`src/rtl/urlpd_pkg.sv`:
```
package urlpd_pkg;

  // Defaults for the top-level parameters
  localparam int COUNT_BITS_DEF  = 16;
  localparam int QUEUE_DEPTH_DEF = 4;

  // Fixed field widths
  localparam int BYTE_W  = 8;
  localparam int TOTAL_W = 16;
  localparam int MAX_RES = 3;

  // Characters of interest
  localparam logic [BYTE_W-1:0] CH_PCT   = 8'h25;
  localparam logic [BYTE_W-1:0] CH_PLUS  = 8'h2B;
  localparam logic [BYTE_W-1:0] CH_SPACE = 8'h20;

  // Escape tracking
  typedef enum logic [1:0] {
    PH_IDLE = 2'd0,
    PH_PCT  = 2'd1,
    PH_HEX  = 2'd2
  } phase_t;

  // Input beat
  typedef struct packed {
    logic [BYTE_W-1:0] in_byte;
    logic              in_last;
  } in_item_t;

  // Result beat
  typedef struct packed {
    logic [BYTE_W-1:0]  out_byte;
    logic               out_last;
    logic [TOTAL_W-1:0] invalid_total;
    logic               was_changed;
  } out_item_t;

  // Results caused by one input beat, handed from front to back
  typedef struct packed {
    logic [1:0]                    cnt;
    logic [MAX_RES-1:0][BYTE_W-1:0] bytes;
    logic                          last;
    logic [TOTAL_W-1:0]            total;
    logic                          changed;
  } bundle_t;

endpackage

```
`src/rtl/urlpd_front.sv`:
```
module urlpd_front
  import urlpd_pkg::*;
#(
  parameter int COUNT_BITS = COUNT_BITS_DEF
) (
  input  logic     clk,
  input  logic     rst_n,
  input  logic     cfg_we,
  input  logic     cfg_data,
  input  logic     accept,
  input  in_item_t item,
  output logic     bnd_push,
  output bundle_t  bnd
);

  localparam logic [COUNT_BITS-1:0] CNT_MAX = {COUNT_BITS{1'b1}};

  phase_t                  phase_r, phase_nxt;
  logic [BYTE_W-1:0]       first_r, first_nxt;
  logic [COUNT_BITS-1:0]   cnt_r, cnt_nxt;
  logic                    chg_r, chg_nxt;
  logic                    plus_r;

  logic [BYTE_W-1:0]       b;
  logic                    last;
  logic [4:0]              hx_b, hx_f;
  logic [1:0]              pre_n;
  logic [BYTE_W-1:0]       pre0, pre1;
  logic                    pl_emit;
  logic [BYTE_W-1:0]       pl_byte;
  logic                    inc_a, inc_b;
  logic                    chg_step;
  logic [COUNT_BITS-1:0]   cnt_a, cnt_b;
  logic [TOTAL_W-1:0]      total;

  // Decode one hex digit: {valid, value}
  function automatic logic [4:0] hexval(input logic [BYTE_W-1:0] c);
    logic [4:0] r;
    r = 5'd0;
    if (c >= 8'h30 && c <= 8'h39) r = {1'b1, 4'(c - 8'h30)};
    else if (c >= 8'h41 && c <= 8'h46) r = {1'b1, 4'(c - 8'h37)};
    else if (c >= 8'h61 && c <= 8'h66) r = {1'b1, 4'(c - 8'h57)};
    return r;
  endfunction

  assign b    = item.in_byte;
  assign last = item.in_last;
  assign hx_b = hexval(b);
  assign hx_f = hexval(first_r);

  // Classify the beat against the held escape
  always_comb begin
    phase_nxt = PH_IDLE;
    first_nxt = first_r;
    pre_n     = 2'd0;
    pre0      = CH_PCT;
    pre1      = first_r;
    inc_a     = 1'b0;
    chg_step  = 1'b0;
    pl_emit   = 1'b0;
    pl_byte   = b;
    inc_b     = 1'b0;
    case (phase_r)
      PH_PCT: begin
        if (hx_b[4] && !last) begin
          first_nxt = b;
          phase_nxt = PH_HEX;
        end else begin
          inc_a   = 1'b1;
          pre_n   = 2'd1;
          pl_emit = 1'b1;
        end
      end
      PH_HEX: begin
        if (hx_b[4]) begin
          pre_n    = 2'd1;
          pre0     = {hx_f[3:0], hx_b[3:0]};
          chg_step = 1'b1;
        end else begin
          inc_a   = 1'b1;
          pre_n   = 2'd2;
          pl_emit = 1'b1;
        end
      end
      default: begin
        pl_emit = 1'b1;
      end
    endcase
    // Handle the byte itself with nothing held
    if (pl_emit) begin
      if (b == CH_PCT) begin
        if (last) begin
          inc_b = 1'b1;
        end else begin
          pl_emit   = 1'b0;
          phase_nxt = PH_PCT;
        end
      end else if (b == CH_PLUS && plus_r) begin
        chg_step = 1'b1;
        pl_byte  = CH_SPACE;
      end
    end
  end

  // Count invalid escapes, saturating
  always_comb begin
    cnt_a = (inc_a && cnt_r != CNT_MAX) ? cnt_r + COUNT_BITS'(1) : cnt_r;
    cnt_b = (inc_b && cnt_a != CNT_MAX) ? cnt_a + COUNT_BITS'(1) : cnt_a;
  end

  // Limit the reported count to the field width
  generate
    if (COUNT_BITS <= TOTAL_W) begin : g_narrow
      assign total = TOTAL_W'(cnt_b);
    end else begin : g_wide
      assign total = (|cnt_b[COUNT_BITS-1:TOTAL_W]) ? {TOTAL_W{1'b1}} : cnt_b[TOTAL_W-1:0];
    end
  endgenerate

  // Pack the results of this beat
  always_comb begin
    bnd.cnt      = pre_n + {1'b0, pl_emit};
    bnd.bytes[0] = (pre_n != 2'd0) ? pre0 : pl_byte;
    bnd.bytes[1] = (pre_n == 2'd2) ? pre1 : pl_byte;
    bnd.bytes[2] = pl_byte;
    bnd.last     = last;
    bnd.total    = total;
    bnd.changed  = chg_r | chg_step;
    bnd_push     = accept && (bnd.cnt != 2'd0);
  end

  // Advance string state; clear it at the end of a string
  always_comb begin
    cnt_nxt = cnt_b;
    chg_nxt = chg_r | chg_step;
    if (last) begin
      cnt_nxt   = '0;
      chg_nxt   = 1'b0;
    end
  end

  always_ff @(posedge clk) begin
    if (!rst_n) begin
      phase_r <= PH_IDLE;
      first_r <= '0;
      cnt_r   <= '0;
      chg_r   <= 1'b0;
    end else if (accept) begin
      phase_r <= last ? PH_IDLE : phase_nxt;
      first_r <= last ? '0 : first_nxt;
      cnt_r   <= cnt_nxt;
      chg_r   <= chg_nxt;
    end
  end

  // Hold the mode register
  always_ff @(posedge clk) begin
    if (!rst_n) begin
      plus_r <= 1'b1;
    end else if (cfg_we) begin
      plus_r <= cfg_data;
    end
  end

endmodule

```
`src/rtl/urlpd_queue.sv`:
```
module urlpd_queue
  import urlpd_pkg::*;
#(
  parameter int DEPTH = QUEUE_DEPTH_DEF
) (
  input  logic    clk,
  input  logic    rst_n,
  input  logic    wr,
  input  bundle_t wr_data,
  output logic    full,
  input  logic    rd,
  output logic    empty,
  output bundle_t rd_data
);

  localparam int PW = (DEPTH > 1) ? $clog2(DEPTH) : 1;
  localparam int CW = $clog2(DEPTH + 1);

  bundle_t         mem_r [DEPTH];
  logic [PW-1:0]   wp_r, rp_r;
  logic [CW-1:0]   cnt_r;

  assign full    = (cnt_r == CW'(DEPTH));
  assign empty   = (cnt_r == '0);
  assign rd_data = mem_r[rp_r];

  // Store a beat
  always_ff @(posedge clk) begin
    if (wr) begin
      mem_r[wp_r] <= wr_data;
    end
  end

  // Advance pointers and fill count
  always_ff @(posedge clk) begin
    if (!rst_n) begin
      wp_r  <= '0;
      rp_r  <= '0;
      cnt_r <= '0;
    end else begin
      if (wr) begin
        wp_r <= (wp_r == PW'(DEPTH - 1)) ? '0 : wp_r + PW'(1);
      end
      if (rd) begin
        rp_r <= (rp_r == PW'(DEPTH - 1)) ? '0 : rp_r + PW'(1);
      end
      if (wr && !rd) begin
        cnt_r <= cnt_r + CW'(1);
      end else if (rd && !wr) begin
        cnt_r <= cnt_r - CW'(1);
      end
    end
  end

endmodule

```
`src/rtl/urlpd_back.sv`:
```
module urlpd_back
  import urlpd_pkg::*;
(
  input  logic      clk,
  input  logic      rst_n,
  input  logic      q_empty,
  input  bundle_t   q_head,
  output logic      q_rd,
  input  logic      pop,
  output logic      empty,
  output out_item_t out_item
);

  logic       valid_r, valid_nxt;
  logic [1:0] idx_r, idx_nxt;
  out_item_t  out_r, out_nxt;
  logic       load;
  logic       end_of_bnd;

  assign load       = !q_empty && (!valid_r || pop);
  assign end_of_bnd = (idx_r == q_head.cnt - 2'd1);

  // Pick the next result out of the head bundle
  always_comb begin
    q_rd      = load && end_of_bnd;
    idx_nxt   = idx_r;
    out_nxt   = out_r;
    valid_nxt = valid_r && !pop;
    if (load) begin
      valid_nxt              = 1'b1;
      out_nxt.out_byte       = q_head.bytes[idx_r];
      out_nxt.out_last       = 1'b0;
      out_nxt.invalid_total  = '0;
      out_nxt.was_changed    = 1'b0;
      idx_nxt                = idx_r + 2'd1;
      if (end_of_bnd) begin
        idx_nxt = 2'd0;
        if (q_head.last) begin
          out_nxt.out_last      = 1'b1;
          out_nxt.invalid_total = q_head.total;
          out_nxt.was_changed   = q_head.changed;
        end
      end
    end
  end

  always_ff @(posedge clk) begin
    if (!rst_n) begin
      valid_r <= 1'b0;
      idx_r   <= 2'd0;
    end else begin
      valid_r <= valid_nxt;
      idx_r   <= idx_nxt;
    end
  end

  // Hold the result register
  always_ff @(posedge clk) begin
    out_r <= out_nxt;
  end

  assign empty    = !valid_r;
  assign out_item = out_r;

endmodule

```
`src/rtl/url_percent_decoder.sv`:
```
// Streaming URL percent-decoder. Push one encoded byte per beat with in_last on the final
// byte of a string; decoded bytes come out in order with out_last on the final one, which
// also carries the saturating count of undecodable '%' signs and whether anything was
// converted. A '%' with a held hex digit that fails to complete releases up to three
// results from one input beat. The block accepts one byte per cycle while full is low
// and delivers one result per cycle while a result is waiting and pop is high; the output
// register delivers a single result per cycle, so a beat with two or three results holds
// it longer, and the QUEUE_DEPTH-entry queue between the classifier and output absorbs
// the difference before full rises. Results pass the queue and then the output register.
// cfg_data sets plus-to-space mode (reset 1); write it only while the block is idle.
module url_percent_decoder
  import urlpd_pkg::*;
#(
  parameter int COUNT_BITS  = COUNT_BITS_DEF,
  parameter int QUEUE_DEPTH = QUEUE_DEPTH_DEF
) (
  input  logic      clk,
  input  logic      rst_n,
  input  logic      push,
  output logic      full,
  input  in_item_t  in_item,
  output logic      empty,
  input  logic      pop,
  output out_item_t out_item,
  input  logic      cfg_we,
  input  logic      cfg_data
);

  logic    accept;
  logic    bnd_push;
  bundle_t bnd;
  logic    q_full, q_empty, q_rd;
  bundle_t q_head;

  assign full   = q_full;
  assign accept = push && !q_full;

  // Classify input beats
  urlpd_front #(
    .COUNT_BITS(COUNT_BITS)
  ) u_front (
    .clk      (clk),
    .rst_n    (rst_n),
    .cfg_we   (cfg_we),
    .cfg_data (cfg_data),
    .accept   (accept),
    .item     (in_item),
    .bnd_push (bnd_push),
    .bnd      (bnd)
  );

  // Decouple front and back
  urlpd_queue #(
    .DEPTH(QUEUE_DEPTH)
  ) u_queue (
    .clk     (clk),
    .rst_n   (rst_n),
    .wr      (bnd_push),
    .wr_data (bnd),
    .full    (q_full),
    .rd      (q_rd),
    .empty   (q_empty),
    .rd_data (q_head)
  );

  // Serialize results
  urlpd_back u_back (
    .clk      (clk),
    .rst_n    (rst_n),
    .q_empty  (q_empty),
    .q_head   (q_head),
    .q_rd     (q_rd),
    .pop      (pop),
    .empty    (empty),
    .out_item (out_item)
  );

endmodule
```
`config.mk`:
```
export PLATFORM = sky130hd
export DESIGN_NAME = url_percent_decoder
export DESIGN_NICKNAME = d
export VERILOG_FILES = /design/src/rtl/urlpd_pkg.sv /design/src/rtl/urlpd_front.sv /design/src/rtl/urlpd_queue.sv /design/src/rtl/urlpd_back.sv /design/src/rtl/url_percent_decoder.sv
export SDC_FILE = /design/constraint.sdc
export NUM_CORES = 1
export LEC_CHECK = 0
export BUFFER_PORTS_ARGS = -buffer_cell sky130_fd_sc_hd__buf_4
export CORE_ASPECT_RATIO = 1.4
export CORE_MARGIN = 1.5
export CORE_UTILIZATION = 32
export DETAILED_ROUTE_END_ITERATION = 6
export GPL_TIMING_DRIVEN = 1
export MAX_ROUTING_LAYER = met4
export PLACE_DENSITY = 0.55
export SLEW_MARGIN = 20
export SYNTH_ARGS = -nofsm -noshare
export SYNTH_HDL_FRONTEND = slang
export SYNTH_SLANG_ARGS = --single-unit
export TNS_END_PERCENT = 1
```
`constraint.sdc`:
```
create_clock -name clk -period 6.2 [get_ports clk]
set_input_delay 1.24 -clock clk [delete_from_list [all_inputs] [get_ports clk]]
set_output_delay 1.24 -clock clk [all_outputs]
set_load 0.05 [all_outputs]
```
==> results.cfg <==
[synth]
yosys_warnings = 0
synth-async-reset-ratio_pct = 0
synth_edf_count = 202
synth_top_area_cell = edfxtp_1
yosys.cell_count.top_type = edfxtp_1
yosysSeqAreaShare_pct = 62.4
netlist_top_cells_area = edfxtp_1, mux4_2, dfxtp_1
syn-cell-area_um2 = 11000
yosys-top-cells-count = edfxtp_1, nand2_1, mux4_2, dfxtp_1, nor2_1
synth_top_area_share_pct = 55.1
ys_ff_latch = 242
synthFlopType = edfxtp_1
syn_avg_cell_area_um2 = 14.3
synth.distinct_cells = 69
synth_nets = 805
synth_cells = 772

[layout]
antenna_cells = 0
final_area_um2 = 12600
syn_to_final_growth_pct = 14.9
num-fill-cells = 3231
drive_above_1_share_pct = 20.7
postLayoutCoreUtil_pct = 37.2
nNetsFinal = 840

[clocking]
cts_setup_buffers = 0
cts_sinks = 242
path_clk_slew_ns = 0.06
ctsHtreeMaxLevel = 1
cts_made_buffers = 25
cts_tree = done
clockRootBuffer = clkbuf_16
cts_buffer_depth = 3
hold_buffers = 0
cts.repair.resized = 0
clock_latency_ns = 0.52

[grt]
first_global_vias = 6573
grt_max_degree = 45
grt.total_usage_pct = 13.8
antenna_found_initial = 0
grt-ovfl-total = 0
grt_pass1_wl_um = 37400

[sta]
drv_slew = 0
finalCritPeriodShare_pct = 79.1
fin_worst_skew_ns = 0.0124
fin_crit_ns = 4.90
hold_viol = 0
fin_setup_tns_ns = 0
relSlewSlack_pct = 36.8
setup_viol = 0
tightest_slew_ns = 0.945
rsz0062_at_grt = no
clock.fmax_ghz = 0.204

[worst_setup_path]
cp.required_ns = 6.64
start_kind = primary input
cpMaxStageDelayCell = or4b_1
path_delay_family = simple AND/OR/NAND/NOR gates
path_cells = buf_4 -> or4b_1 -> or4_1 -> nand3_2 -> a21oi_1 -> ha_1 -> xnor2_1 -> nor2_1 -> nor2_1 -> ha_1 -> inv_1 -> fa_1 -> xor2_1 -> or3_1 -> a21boi_0
critPathBufInv = 2
end_kind = flip-flop
arrival_ns = 5.34
cpPeakStageDelay_ns = 0.57
worstPathMaxFanout = 15
crit_type = in2reg

[route]
ant_nets = 0
wirelength_um = 23400
vias = 6366
first_iter_violations = 346
dr.pass1.iters = 4
drc = 0
via_per_inst = 4.99
wl_per_cell_um = 18.4

[pwr]
p_leak_nw = 4.25
irDropWorstVdd_v = 0.000171
p_per_area_nw_per_um2 = 376

[floorplan]
die-area_um2 = 35500
fp.dieW_um = 160
die_height_um = 222
fp-row-count = 80
pin_count = 43
fp.coreArea_um2 = 34000
start_util_pct = 32.3

[placement]
dp.final_hpwl_um = 15600
placed_area_um2 = 11800
io_buffers = 42
place_congestion = 0.855

[run_status]
status = finished, final reports clean

[hold_path]
hp-class = reg2reg

[run]
drv_cap = 0
==> path summary, 6_finish.rpt <==
check / startpoint / endpoint / slack [ns] / depth (start not counted)
max: in_item[5] / u_queue.cnt_r[2]$_SDFFE_PN0P_ / 1.30 / 15
min: u_back.valid_r$_SDFF_PN0_ / u_back.valid_r$_SDFF_PN0_ / 0.49 / 2
max reg2reg: u_front.cnt_r[0]$_SDFFE_PN0P_ / u_queue.mem_r[1][16]$_DFFE_PP_ / 1.70 / 10
min reg2reg: u_back.valid_r$_SDFF_PN0_ / u_back.valid_r$_SDFF_PN0_ / 0.49 / 2
==> routing by layer <==
metal,global-route usage [%],vias to the layer above,part of all wire (%)
met5,-,-,0
met4,4.32,0,2.3
met3,1.68,33,3.2
met2,24.0,94,51
met1,16.8,3211,43
li1,-,3028,-
==> logic make-up (layout without fill, tap and decap cells) <==
family	after synthesis	in the layout	share of synthesized area, %
adder cells (fa/ha/maj)	18	18	2.11
flip-flops	242	242	62.4
AND/OR/NAND/NOR	226	226	11.7
buffers and inverters	76	129	2.89
XOR/XNOR	33	33	2.63
AO/OA/AOI/OAI	107	107	6.81
multiplexers	70	70	11.5
==> registers in the layout, summed over array words and instances, names as in the netlist, named ones only <==
register,flops
u_queue.rp_r,2
u_queue.mem_r,176
u_back.out_item,26
u_queue.cnt_r,3
u_back.idx_r,2
u_front.first_r,8
u_back.valid_r,1
u_queue.wp_r,2
u_front.cnt_r,16
u_front.plus_r,1
u_front.phase_r,2
u_front.chg_r,1
==> worst register-to-register path: cells and delay by family, from the launching register on <==
family | cells | cell delay [ns]
and+or+nand+nor | 5 | 2.03
adders and majority gates | 1 | 0.50
AOI/OAI and AO/OA | 2 | 0.69
DFF | 1 | 0.44
xor gates and xnor gates | 2 | 0.61
==> cells in the final DEF (no fill, tap or decap), types with 14 or more instances in the layout <==
cell type / n
dfxtp_1: 38
nor2_1: 37
buf_4: 52
o21ai_0: 26
nand2_1: 47
nor2b_1: 22
inv_1: 29
and3_1: 22
mux4_2: 44
clkbuf_16: 25
ha_1: 17
edfxtp_1: 202
and2_1: 14
mux2i_1: 16
xnor2_1: 21
==> area by class of cell <==
cell class / instances / area (µm²) / share of cell area, %
multi-input cells: 454 / 3830 / 30.3
inverters: 29 / 109 / 0.861
flip-flops and latches: 242 / 6870 / 54.3
clock buffers: 28 / 637 / 5.04
well taps: 451 / 564 / 4.46
repair buffers: 55 / 450 / 3.56
clock inverters: 17 / 185 / 1.46
==> where the power goes <==
part	switching, mW	leakage [nW]	total [mW]	internal, mW
clock network	0.622	0.393	1.49	0.871
registers	0.0806	2.24	2.10	2.02
logic	0.755	1.62	1.17	0.411
total	1.46	4.25	4.76	3.30
==> through the flow <==
step	setup slack (ns)	power, mW	hold WS [ns]	instances
3_3_place_gp	0.895	3.33	0.470	1231
3_5_place_dp	0.796	3.34	0.481	1231
2_1_floorplan	1.07	2.96	0.433	772
4_1_cts	1.34	4.85	0.490	1276
5_1_grt	0.955	4.99	0.501	1276
6_report	1.30	4.76	0.489	1276
Note: power is estimated with default switching activity, not from simulation.
